`config.mk`:
```
export PLATFORM = sky130hd
export DESIGN_NAME = color_mask_morphology_3x3_unit
export DESIGN_NICKNAME = d
export VERILOG_FILES = /design/src/sv/cmm_pkg.sv /design/src/sv/cmm_ram.sv /design/src/sv/cmm_front.sv /design/src/sv/cmm_window.sv /design/src/sv/color_mask_morphology_3x3_unit.sv
export SDC_FILE = /design/constraint.sdc
export NUM_CORES = 2
export LEC_CHECK = 0
export BUFFER_PORTS_ARGS = -buffer_cell sky130_fd_sc_hd__buf_2
export CAP_MARGIN = 20
export CORE_MARGIN = 2
export CORE_UTILIZATION = 35
export DETAILED_ROUTE_END_ITERATION = 10
export GPL_TIMING_DRIVEN = 1
export PLACE_DENSITY_LB_ADDON = 0.15
export SYNTH_ARGS = -nofsm -noshare
export SYNTH_HDL_FRONTEND = slang
export SYNTH_SLANG_ARGS = --single-unit
```
`constraint.sdc`:
```
create_clock -name clk -period 18.85 [get_ports clk]
set_input_delay 1.885 -clock clk [delete_from_list [all_inputs] [get_ports clk]]
set_output_delay 1.885 -clock clk [all_outputs]
set_load 0.005 [all_outputs]
```
`src/sv/cmm_pkg.sv`:
```
// Shared constants and types for the colour mask morphology unit.
// No dependencies; every file but cmm_ram and cmm_checker imports this package.
`default_nettype none

package cmm_pkg;

  // Line memory geometry
  localparam int MAX_WIDTH = 1024;
  localparam int COL_W     = $clog2(MAX_WIDTH);

  // Register and field widths
  localparam int GAIN_W    = 8;
  localparam int WIDTH_W   = 11;
  localparam int HEIGHT_W  = 12;
  localparam int CFG_W     = 12;
  localparam int CFG_IDX_W = 2;

  // Effective width and pending count must hold MAX_WIDTH + 1
  localparam int EFF_W = (WIDTH_W > COL_W + 1) ? WIDTH_W : COL_W + 1;

  // Register indexes
  localparam logic [CFG_IDX_W-1:0] REG_GAIN   = 2'd0;
  localparam logic [CFG_IDX_W-1:0] REG_WIDTH  = 2'd1;
  localparam logic [CFG_IDX_W-1:0] REG_HEIGHT = 2'd2;

  // Reset values of the registers
  localparam logic [GAIN_W-1:0]   GAIN_RESET   = 8'd2;
  localparam logic [WIDTH_W-1:0]  WIDTH_RESET  = 11'd640;
  localparam logic [HEIGHT_W-1:0] HEIGHT_RESET = 12'd480;

  // Smallest frame extent
  localparam int MIN_EXTENT = 3;

  // Bit positions of the two line buffers in one memory word
  localparam int LINE_UPPER  = 0;
  localparam int LINE_MIDDLE = 1;
  localparam int LINE_W      = 2;

  // 3x3 window
  localparam int WIN_BITS  = 9;
  localparam int WIN_CNT_W = 4;
  localparam int CENTRE    = 4;
  localparam int MAJ_LIMIT = 4;

  // Request held between the memory read and the write-back
  typedef struct packed {
    logic              valid;
    logic              pixel;
    logic              emit;
    logic              border;
    logic              frame_end;
    logic              sel_upper;
    logic              fg;
    logic              fwd;
    logic [LINE_W-1:0] fwd_data;
    logic [COL_W-1:0]  addr;
  } cmm_stage_t;

  // Line memory write-back
  typedef struct packed {
    logic              en;
    logic [COL_W-1:0]  addr;
    logic [LINE_W-1:0] data;
  } cmm_wr_t;

endpackage

`default_nettype wire

```
`src/sv/cmm_ram.sv`:
```
// Generic single-write, single-read RAM with a registered read port.
// No dependencies.
`default_nettype none

module cmm_ram #(
  parameter int WIDTH = 2,
  parameter int DEPTH = 1024
) (
  input  wire logic                     clk,
  input  wire logic                     wr_en,
  input  wire logic [$clog2(DEPTH)-1:0] wr_addr,
  input  wire logic [WIDTH-1:0]         wr_data,
  input  wire logic                     rd_en,
  input  wire logic [$clog2(DEPTH)-1:0] rd_addr,
  output logic      [WIDTH-1:0]         rd_data
);

  logic [WIDTH-1:0] mem [DEPTH];

  always_ff @(posedge clk) begin
    if (wr_en) begin
      mem[wr_addr] <= wr_data;
    end
    if (rd_en) begin
      rd_data <= mem[rd_addr];
    end
  end

endmodule

`default_nettype wire

```
`src/sv/cmm_front.sv`:
```
// Front end: configuration registers, thresholding, raster counters,
// line memory read request and forwarding check. Depends on cmm_pkg.
`default_nettype none

module cmm_front (
  input  wire logic                         clk,
  input  wire logic                         rst,
  input  wire logic                         pixel_valid,
  output logic                              pixel_stall,
  input  wire logic                         operation,
  input  wire logic [cmm_pkg::GAIN_W-1:0]   red,
  input  wire logic [cmm_pkg::GAIN_W-1:0]   green,
  input  wire logic                         cfg_write,
  input  wire logic [cmm_pkg::CFG_IDX_W-1:0] cfg_index,
  input  wire logic [cmm_pkg::CFG_W-1:0]    cfg_data,
  input  wire logic                         advance,
  input  wire cmm_pkg::cmm_wr_t             wr,
  output logic                              rd_en,
  output logic      [cmm_pkg::COL_W-1:0]    rd_addr,
  output cmm_pkg::cmm_stage_t               stage,
  output logic                              restart
);

  import cmm_pkg::*;

  logic [GAIN_W-1:0]   green_gain;
  logic [WIDTH_W-1:0]  frame_width;
  logic [HEIGHT_W-1:0] frame_height;
  logic [COL_W-1:0]    in_column;
  logic [HEIGHT_W-1:0] in_row;
  logic [COL_W-1:0]    out_column;
  logic [HEIGHT_W-1:0] out_row;
  logic [EFF_W-1:0]    pending_count;

  logic [EFF_W-1:0]    eff_w;
  logic [COL_W-1:0]    w_m1;
  logic [HEIGHT_W-1:0] eff_h;
  logic [HEIGHT_W-1:0] h_m1;
  logic [2*GAIN_W-1:0] product;
  logic                fg;
  logic                accept;
  logic                emit;
  logic                sel_upper;
  logic                border;
  logic                last_pixel;
  logic                hit;

  // Clamp the geometry
  always_comb begin
    if (frame_width < WIDTH_W'(MIN_EXTENT)) begin
      eff_w = EFF_W'(MIN_EXTENT);
    end else if (EFF_W'(frame_width) > EFF_W'(MAX_WIDTH)) begin
      eff_w = EFF_W'(MAX_WIDTH);
    end else begin
      eff_w = EFF_W'(frame_width);
    end
    if (frame_height < HEIGHT_W'(MIN_EXTENT)) begin
      eff_h = HEIGHT_W'(MIN_EXTENT);
    end else begin
      eff_h = frame_height;
    end
  end

  assign w_m1 = COL_W'(eff_w - EFF_W'(1));
  assign h_m1 = eff_h - HEIGHT_W'(1);

  assign product = green_gain * green;
  assign fg      = !({{GAIN_W{1'b0}}, red} > product);

  assign accept      = pixel_valid && advance;
  assign pixel_stall = !advance;

  always_comb begin
    if (operation) begin
      emit = pending_count != '0;
    end else begin
      emit = pending_count >= eff_w + EFF_W'(1);
    end
  end

  assign sel_upper  = pending_count > eff_w;
  assign border     = out_row == '0 || out_row >= h_m1 ||
                      out_column == '0 || out_column >= w_m1;
  assign last_pixel = out_row == h_m1 && out_column == w_m1;

  // Drains read the oldest pending pixel, pixels their own column
  assign rd_addr = operation ? out_column : in_column;
  assign rd_en   = accept;

  // Write-back landing in the same cycle as this read
  assign hit = wr.en && wr.addr == rd_addr;

  assign restart = cfg_write && (cfg_index == REG_WIDTH || cfg_index == REG_HEIGHT);

  always_ff @(posedge clk) begin
    if (rst) begin
      green_gain   <= GAIN_RESET;
      frame_width  <= WIDTH_RESET;
      frame_height <= HEIGHT_RESET;
    end else if (cfg_write) begin
      case (cfg_index)
        REG_GAIN:   green_gain   <= cfg_data[GAIN_W-1:0];
        REG_WIDTH:  frame_width  <= cfg_data[WIDTH_W-1:0];
        REG_HEIGHT: frame_height <= cfg_data[HEIGHT_W-1:0];
        default:    ;
      endcase
    end
  end

  always_ff @(posedge clk) begin
    if (rst || restart) begin
      in_column     <= '0;
      in_row        <= '0;
      out_column    <= '0;
      out_row       <= '0;
      pending_count <= '0;
    end else if (accept) begin
      if (!operation) begin
        if (in_column == w_m1) begin
          in_column <= '0;
          in_row    <= (in_row == h_m1) ? '0 : in_row + HEIGHT_W'(1);
        end else begin
          in_column <= in_column + COL_W'(1);
        end
      end
      if (emit) begin
        if (out_column == w_m1) begin
          out_column <= '0;
          out_row    <= (out_row == h_m1) ? '0 : out_row + HEIGHT_W'(1);
        end else begin
          out_column <= out_column + COL_W'(1);
        end
      end
      if (!operation && !emit) begin
        pending_count <= pending_count + EFF_W'(1);
      end else if (operation && emit) begin
        pending_count <= pending_count - EFF_W'(1);
      end
    end
  end

  always_ff @(posedge clk) begin
    if (rst) begin
      stage.valid <= 1'b0;
    end else if (advance) begin
      stage.valid <= accept;
    end
    if (accept) begin
      stage.pixel     <= !operation;
      stage.emit      <= emit;
      stage.border    <= border;
      stage.frame_end <= last_pixel;
      stage.sel_upper <= sel_upper;
      stage.fg        <= fg;
      stage.fwd       <= hit;
      stage.fwd_data  <= wr.data;
      stage.addr      <= rd_addr;
    end
  end

endmodule

`default_nettype wire

```
`src/sv/cmm_window.sv`:
```
// Back end: line memory write-back, 3x3 window register, grow, shrink
// and majority, and the result register. Depends on cmm_pkg.
`default_nettype none

module cmm_window (
  input  wire logic                       clk,
  input  wire logic                       rst,
  input  wire logic                       restart,
  input  wire cmm_pkg::cmm_stage_t        stage,
  input  wire logic [cmm_pkg::LINE_W-1:0] rd_data,
  output logic                            advance,
  output cmm_pkg::cmm_wr_t                wr,
  output logic                            result_valid,
  input  wire logic                       result_stall,
  output logic                            mask_bit,
  output logic                            grown_bit,
  output logic                            shrunk_bit,
  output logic                            majority_bit,
  output logic                            frame_end
);

  import cmm_pkg::*;

  logic [WIN_BITS-1:0]  window_bits;
  logic [WIN_BITS-1:0]  win_next;
  logic [LINE_W-1:0]    line;
  logic                 top;
  logic                 mid;
  logic [WIN_CNT_W-1:0] ones;
  logic                 load_out;
  logic                 m;
  logic                 g;
  logic                 s;
  logic                 maj;

  // Take the forwarded word where the write-back raced the read
  assign line = stage.fwd ? stage.fwd_data : rd_data;
  assign top  = line[LINE_UPPER];
  assign mid  = line[LINE_MIDDLE];

  // Newest column enters at the top of the window
  assign win_next = {stage.fg, mid, top, window_bits[WIN_BITS-1:3]};

  always_comb begin
    ones = '0;
    for (int i = 0; i < WIN_BITS; i++) begin
      ones = ones + WIN_CNT_W'(win_next[i]);
    end
  end

  assign load_out = !result_valid || !result_stall;
  assign advance  = !stage.valid || !stage.emit || load_out;

  always_comb begin
    wr.en                   = stage.valid && stage.pixel && advance;
    wr.addr                 = stage.addr;
    wr.data                 = '0;
    wr.data[LINE_UPPER]     = mid;
    wr.data[LINE_MIDDLE]    = stage.fg;
  end

  always_comb begin
    if (stage.pixel) begin
      m = win_next[CENTRE];
    end else begin
      m = stage.sel_upper ? top : mid;
    end
    if (stage.pixel && !stage.border) begin
      g   = |win_next;
      s   = &win_next;
      maj = ones > WIN_CNT_W'(MAJ_LIMIT);
    end else begin
      g   = m;
      s   = m;
      maj = m;
    end
  end

  always_ff @(posedge clk) begin
    if (rst || restart) begin
      window_bits <= '0;
    end else if (wr.en) begin
      window_bits <= win_next;
    end
  end

  always_ff @(posedge clk) begin
    if (rst) begin
      result_valid <= 1'b0;
    end else if (load_out) begin
      result_valid <= stage.valid && stage.emit;
    end
    if (load_out && stage.valid && stage.emit) begin
      mask_bit     <= m;
      grown_bit    <= g;
      shrunk_bit   <= s;
      majority_bit <= maj;
      frame_end    <= stage.frame_end;
    end
  end

endmodule

`default_nettype wire

```
`src/sv/color_mask_morphology_3x3_unit.sv`:
```
// Colour mask 3x3 morphology unit: one item per clock, sustained unless a stalled result blocks it.
// A pixel's result leaves with the item width+1 pixels later; drains flush one each.
// An accepted item passes through the stage register into the result register.
// Rate set by the read-modify-write of one line memory word per item, with forwarding.
// Reset: counters and window clear, registers take reset values; line memory kept.
`default_nettype none

module color_mask_morphology_3x3_unit (
  input  wire logic                          clk,
  input  wire logic                          rst,
  input  wire logic                          pixel_valid,
  output logic                               pixel_stall,
  input  wire logic                          operation,
  input  wire logic [cmm_pkg::GAIN_W-1:0]    red,
  input  wire logic [cmm_pkg::GAIN_W-1:0]    green,
  output logic                               result_valid,
  input  wire logic                          result_stall,
  output logic                               mask_bit,
  output logic                               grown_bit,
  output logic                               shrunk_bit,
  output logic                               majority_bit,
  output logic                               frame_end,
  input  wire logic                          cfg_write,
  input  wire logic [cmm_pkg::CFG_IDX_W-1:0] cfg_index,
  input  wire logic [cmm_pkg::CFG_W-1:0]     cfg_data
);

  import cmm_pkg::*;

  cmm_stage_t        stage;
  cmm_wr_t           wr;
  logic              advance;
  logic              restart;
  logic              rd_en;
  logic [COL_W-1:0]  rd_addr;
  logic [LINE_W-1:0] rd_data;

  cmm_front u_front (
    .clk         (clk),
    .rst         (rst),
    .pixel_valid (pixel_valid),
    .pixel_stall (pixel_stall),
    .operation   (operation),
    .red         (red),
    .green       (green),
    .cfg_write   (cfg_write),
    .cfg_index   (cfg_index),
    .cfg_data    (cfg_data),
    .advance     (advance),
    .wr          (wr),
    .rd_en       (rd_en),
    .rd_addr     (rd_addr),
    .stage       (stage),
    .restart     (restart)
  );

  // Upper and middle line share one word per column
  cmm_ram #(
    .WIDTH (LINE_W),
    .DEPTH (MAX_WIDTH)
  ) u_lines (
    .clk     (clk),
    .wr_en   (wr.en),
    .wr_addr (wr.addr),
    .wr_data (wr.data),
    .rd_en   (rd_en),
    .rd_addr (rd_addr),
    .rd_data (rd_data)
  );

  cmm_window u_window (
    .clk          (clk),
    .rst          (rst),
    .restart      (restart),
    .stage        (stage),
    .rd_data      (rd_data),
    .advance      (advance),
    .wr           (wr),
    .result_valid (result_valid),
    .result_stall (result_stall),
    .mask_bit     (mask_bit),
    .grown_bit    (grown_bit),
    .shrunk_bit   (shrunk_bit),
    .majority_bit (majority_bit),
    .frame_end    (frame_end)
  );

endmodule

`default_nettype wire

```
; Yosys cells after proc, flatten, opt, wreduce, memory -nomap -nowiden
; Memory sizes are Yosys's and may differ from the RTL's. A register that Yosys moved wholly into a read port is not among the register bits.
; Index checks and enable logic that the tools add are counted.
[op_classes]
addsub = 16
mul = 1
n_lt_le_gt_ge = 9
eq_ne = 6
muxes = 18
n_bitwise = 1
reduce_logical = 43
[ops]
columns = op, count
row1 = two-way mux 11 bit, 4
row2 = equality test 10 bit, 3
row3 = two-way mux 10 bit, 3
row4 = adder 4 x 1 -> 4 bit, 7
row5 = two-way mux 12 bit, 2
row6 = adder 11 x 1 -> 11 bit (second input constant), 2
row7 = adder 10 x 1 -> 10 bit (second input constant), 2
row8 = > comparator 8 x 16 -> 1 bit, 1
row9 = multiplier 8 x 8 -> 16 bit, 1
row10 = adder 12 x 1 -> 12 bit (second input constant), 1
row11 = equality test 12 bit, 1
row12 = >= comparator 12 bit, 1
row13 = logical AND 1 bit, 12
row14 = zero test 12 bit, 1
row15 = less-than comparator 12 x 2 -> 1 bit (second input constant), 1
row16 = AND reduction 2 bit, 6
row17 = subtractor 12 x 1 -> 12 bit (second input constant), 1
row18 = >= comparator 11 bit, 1
row19 = > comparator 11 bit, 1
row20 = > comparator 11 bit (second input constant), 1
row21 = less-than comparator 11 x 2 -> 1 bit (second input constant), 1
row22 = nonzero test 11 bit, 1
row23 = subtractor 11 x 1 -> 11 bit (second input constant), 1
row24 = >= comparator 10 bit, 1
row25 = 16 further kinds, 38
[totals]
reg_bits = 109
ram_bits = 2048
output_inout_bits = 7
elab_cells = 119
mem_count = 1
[memory_table]
columns = memory, words, word_bits, rd, rd_clocked_by_memory_dff, write_ports, line_no
row1 = u_lines.mem, 1024, 2, 1, 1, 1, cmm_ram.sv:18  ; logic [WIDTH-1:0] mem [DEPTH];

; Logic depth before layout (Yosys ltp)
[logic_depth]
depth_word = 10
depth_mapped = 29
mapped_depth_nobuf = 28

; Hierarchy
; From an unflattened synthesis, not the netlist that was laid out.
[unflattened]
hier_cells = 5878
hier_area_um2 = 92986.7
[modules_own_cells]
columns = mod, n_inst, cells_per_inst, area_per_inst_um2, seq_area_each_um2
row1 = cmm_ram, 1, 4793, 83777.8, 61559.0
row2 = cmm_front, 1, 990, 8334.2, 2072.0
row3 = cmm_window, 1, 95, 874.6, 290.3

; Least setup slack after synthesis
; OpenSTA, ideal clock, no wires.
[synth_path]
path_kind = register to register
start = register u_front.stage[13] (netlist name)
end = register u_window.majority_bit, data pin
setup_time_ns = 0.267
t_arrival_ns = 16.263
required_time_ns = 18.583
setup_slack_ns = 2.320
stages_incl_launch_ff = 14
path_buffers = 0
synth_period_minus_slack_ns = 16.530
cell_sequence = edfxtp_1 > inv_1 > fa_1 > fa_1 > fa_1 > inv_1 > ha_1 > inv_1 > fa_1 > nand2b_1 > a221oi_1 > nor2_1 > a31oi_1 > a31oi_1
[synth_between]
elab_chain_cells = 3
[synth_rtl]
columns = element, line_no
row1 = adder 4 x 1 -> 4 bit, cmm_window.sv:47  ; ones = ones + WIN_CNT_W'(win_next[i]);
row2 = > comparator 4 x 3 -> 1 bit, cmm_window.sv:71  ; maj = ones > WIN_CNT_W'(MAJ_LIMIT);
row3 = two-way mux 1 bit, cmm_window.sv:68  ; if (stage.pixel && !stage.border) begin
row4 = via u_window.maj, cmm_window.sv:34  ; logic maj;
row5 = to (signal assigned), cmm_window.sv:97  ; majority_bit <= maj;
row6 = to (decl), cmm_window.sv:18  ; output logic majority_bit,
; The timed path passes the listed nets, and every way through them passes these cells.
; A chain may end at the register's enable or synchronous reset.

; Final worst setup path
[layout_path]
start = input port operation
end = register u_lines.rd_data[0] (read register of u_lines.mem), data pin
[layout_between]
elab_chain_cells = 1
[layout_rtl]
columns = element, line_no
row1 = from (decl), color_mask_morphology_3x3_unit.sv:13  ; input wire logic operation,
row2 = two-way mux 10 bit, cmm_front.sv:87  ; assign rd_addr = operation ? out_column : in_column;
row3 = to (decl), cmm_ram.sv:15  ; output logic [WIDTH-1:0] rd_data
; Every way passes these cells.

==> impl_metrics.csv <==
group,metric,value,unit
pwr,p_int,8.32,mW
placed_design,port_buffers,42,
cts,post_cts_buffers,0,
cts,ctsResizeCount,0,
placed_design,dp_hpwl,172000,um
timing,fmax,139,MHz
job,drv_cap,0,
timing,hold_viol,0,
detailed_routing,num_vias,62000,
worst_setup_path,start_kind,"input pin",
cts,hold_buffers,0,
cells_and_area,area_growth,12.5,%
logic_synthesis,synth_edf_count,2074,
worst_setup_path,timing.rr.start,"u_front.frame_width[2]$_SDFFE_PP0P_",
floorplan,ioPinCount,43,
global_routing,grt_pass1_vias,62200,
logic_synthesis,synth_ff_type,"edfxtp_1",
logic_synthesis,syn_nets,7662,
cts,cts-root-buf,"clkbuf_16",
floorplan,initial_core_util,35.1,%
cts,clockBufferDepth,3,
logic_synthesis,synth.distinct_cells,75,
global_routing,antenna_found_initial,17,
placed_design,place_area,98300,sq um
cts,cts.sinks,2156,
worst_hold_path,hold_end,"u_front.frame_height[1]$_SDFFE_PP0P_",
pwr,p_clk_share,41.6,%
global_routing,grt_first_pass_wirelength,453000,um
floorplan,core-area,268000,sq um
logic_synthesis,syn_avg_cell_area,12.6,sq um
cts,numCtsBuffers,233,
worst_setup_path,critPathArrivalTime,7.79,ns
worst_setup_path,critPathKind,"input pin to flop",
status,status,"finished, final reports clean",
timing,rsz0062_at_grt,"no",
global_routing,grtUsageTotal,22.8,%
pwr,ir_drop,0.0881,mV
cells_and_area,final_area,106000,sq um
detailed_routing,vias_per_cell,5.58,
worst_setup_path,worstSetupEndpointType,"flop",
detailed_routing,drtIter0Drc,6459,
logic_synthesis,ys_warn_count,0,
cts,cts_tree,"yes",
floorplan,die_w,522,um
logic_synthesis,yosysSeqAreaShare,68.0,%
logic_synthesis,syn_area,94100,sq um
timing,fin_ws,11.67,ns
global_routing,grt_max_degree,219,
floorplan,rows,190,
floorplan,die_h,522,um
worst_hold_path,hold_class,"flop to flop",
timing,fin_tns_setup,0,ns
logic_synthesis,synth_cells,7470,
detailed_routing,wl_per_cell,28.4,um
pwr,power,11.0,mW
worst_hold_path,min_from,"u_front.frame_height[1]$_SDFFE_PP0P_",
cells_and_area,drive_gt1_share,9.30,%
placed_design,pre_cts_ws,10.81,ns
worst_setup_path,worstSetupStartpoint,"operation",
worst_setup_path,cp_max_fo,91,
pwr,leakagePower,33.5,nW
pwr,p_sw,2.64,mW
pwr,p_per_area,104,nW/um^2
detailed_routing,ant_nets,0,
detailed_routing,dr.pass1.iters,6,
timing,tightest_slew,1.20,ns
worst_setup_path,worstRegToRegCells,25,
cts,clock_latency,0.90,ns
timing,period_share,38.1,%
detailed_routing,drc,0,
pwr,pwr-share-seq,49.4,%
worst_setup_path,regToRegEndpoint,"u_front.pending_count[10]$_SDFFE_PP0P_",
pwr,swShare,24.1,%
cells_and_area,utilization,39.5,%
logic_synthesis,synth-async-reset-ratio,0,%
cts,clk_pin_slew_worst_paths,0.06,ns
timing,setup_viol,0,
timing,finClkSkew,0.0712,ns
timing,slew_violations,0,
timing,max_slew_margin,20.1,%
worst_setup_path,r2r_slack,12.72,ns
pwr,combPwrFrac,9.0,%
worst_hold_path,holdPathStages,2,
detailed_routing,drt-total-wl,316000,um
placed_design,gp_congestion,0.807,
cts,cts_max_level,4,
timing,min_period,7.18,ns
floorplan,dieArea,273000,sq um
global_routing,grt_overflow,0,
cells_and_area,nets,7560,
worst_setup_path,worstPathRequired,19.46,ns
logic_synthesis,ys_ff_latch,2156,
[registers in the layout, indices dropped and copies added (netlist names), 2 cells and up]
signal and flops:
u_lines.mem 2048, u_front.stage 20, u_front.frame_height 12, u_front.out_row 12, u_front.frame_width 11, u_front.pending_count 11, u_front.in_column 10, u_front.out_column 10
u_front.green_gain 8, u_window.window_bits 6, u_lines.rd_data 2
[cells in the mapped netlist (all sizes together) (5+ instances only)]
| library cell | n | share of area [%] |
|---|---|---|
| nor3b | 10 | 0.080 |
| nor2b | 14 | 0.093 |
| a21o | 12 | 0.097 |
| mux2i | 393 | 4.2 |
| buf | 195 | 1.0 |
| nand2b | 11 | 0.073 |
| nand4 | 56 | 0.37 |
| nand3 | 313 | 1.7 |
| edfxtp | 2074 | 66 |
| a41oi | 7 | 0.065 |
| xor2 | 25 | 0.23 |
| a311oi | 30 | 0.28 |
| nand2 | 1205 | 4.8 |
| fa | 42 | 0.89 |
| o311ai | 8 | 0.074 |
| mux4 | 94 | 2.3 |
| nor2 | 1129 | 4.5 |
| o22ai | 80 | 0.53 |
| o21bai | 10 | 0.080 |
| a31oi | 69 | 0.46 |
| nand3b | 12 | 0.096 |
| o21a | 19 | 0.15 |
| clkbuf | 361 | 1.4 |
| a21boi | 5 | 0.040 |
| or3 | 10 | 0.067 |
| dfxtp | 82 | 1.7 |
| o21ai | 102 | 0.54 |
| ha | 114 | 1.5 |
| and4 | 5 | 0.047 |
| a221oi | 5 | 0.047 |
| o211ai | 11 | 0.088 |
| and2 | 36 | 0.24 |
| a2111oi | 19 | 0.20 |
| a21oi | 361 | 1.9 |
| nor3 | 99 | 0.54 |
| nor4 | 33 | 0.22 |
| o221ai | 123 | 1.1 |
| and3 | 56 | 0.37 |
| inv | 118 | 0.47 |
| xnor2 | 56 | 0.52 |
| a211oi | 17 | 0.14 |
[how the worst max path moves through the flow]
| stage | endpoint | slack [ns] | cells after the start |
|---|---|---|---|
| after floorplan | u_window.majority_bit$_DFFE_PP_ | 2.32 | 13 |
| after global placement | u_lines.rd_data[1]$_DFFE_PP_ | 10.77 | 14 |
| after detailed placement | u_lines.rd_data[0]$_DFFE_PP_ | 10.81 | 14 |
| after CTS | u_lines.rd_data[0]$_DFFE_PP_ | 11.75 | 14 |
| after global routing | u_lines.rd_data[0]$_DFFE_PP_ | 11.42 | 14 |
| final | u_lines.rd_data[0]$_DFFE_PP_ | 11.67 | 14 |
[area by class of cell]
type | instances | area, sq um
Antenna cell | 4 | 10.0
Timing Repair Buffer | 219 | 1770
Fill cell | 25600 | 162000
Multi-Input combinational cell | 4640 | 27700
Clock buffer | 290 | 6120
Tap cell | 3552 | 4440
Inverter | 118 | 475
Sequential cell | 2156 | 63900
Clock inverter | 134 | 1360
[layout by cell type (no fill, tap or decap), types with 114 or more instances in the layout]
cell type | synthesis | layout
edfxtp_1 | 2074 | 2074
nand2_1 | 1205 | 1173
nor2_1 | 1128 | 1124
mux2i_1 | 393 | 386
a21oi_1 | 361 | 361
nand3_1 | 313 | 313
clkbuf_16 | 0 | 236
buf_4 | 25 | 157
o221ai_1 | 123 | 123
ha_1 | 114 | 114
[critical path, stage by stage]
cell	delay (ns)
buf_2	0.08
buf_4	0.45
mux2i_4	0.12
buf_4	0.25
inv_8	0.53
buf_4	0.88
buf_4	0.64
buf_4	0.72
mux4_2	0.59
a21oi_1	0.15
o2111ai_1	0.21
a32oi_1	0.54
nor3_1	0.15
o311a_1	0.32
[through the flow]
stage / instances / hold slack, ns
floorplan: 7470 / 0.400
global placement: 10700 / 0.453
detailed placement: 10700 / 0.455
CTS: 11100 / 0.464
global route: 11100 / 0.500
finish: 11100 / 0.462
[logic make-up after synthesis]
group                      synth area share [%]
AOI/OAI and AO/OA                          6.17
buffers and inverters                      2.95
muxes                                      6.47
and+or+nand+nor                            13.3
DFF                                        68.0
adders and majority gates                  2.41
xor gates and xnor gates                  0.754
[routing by layer]
metal  routed length (um)  GRT usage (%)  up-vias
met3                20700           3.59      439
met4                 8160           6.01        2
met2               151000           37.6     2121
li1                     -              -    27200
met5                   12              0        -
met1               137000           31.4    32300
[power groups by stage]
stage               logic [mW]  registers, mW  clock network [mW]
floorplan                0.627           5.72                   0
global placement         0.984           5.52                   0
detailed placement       0.992           5.52                   0
CTS                      0.995           5.41                4.63
global route              1.09           5.42                4.80
finish                   0.989           5.41                4.56
Power figures use the tool's default switching activity.
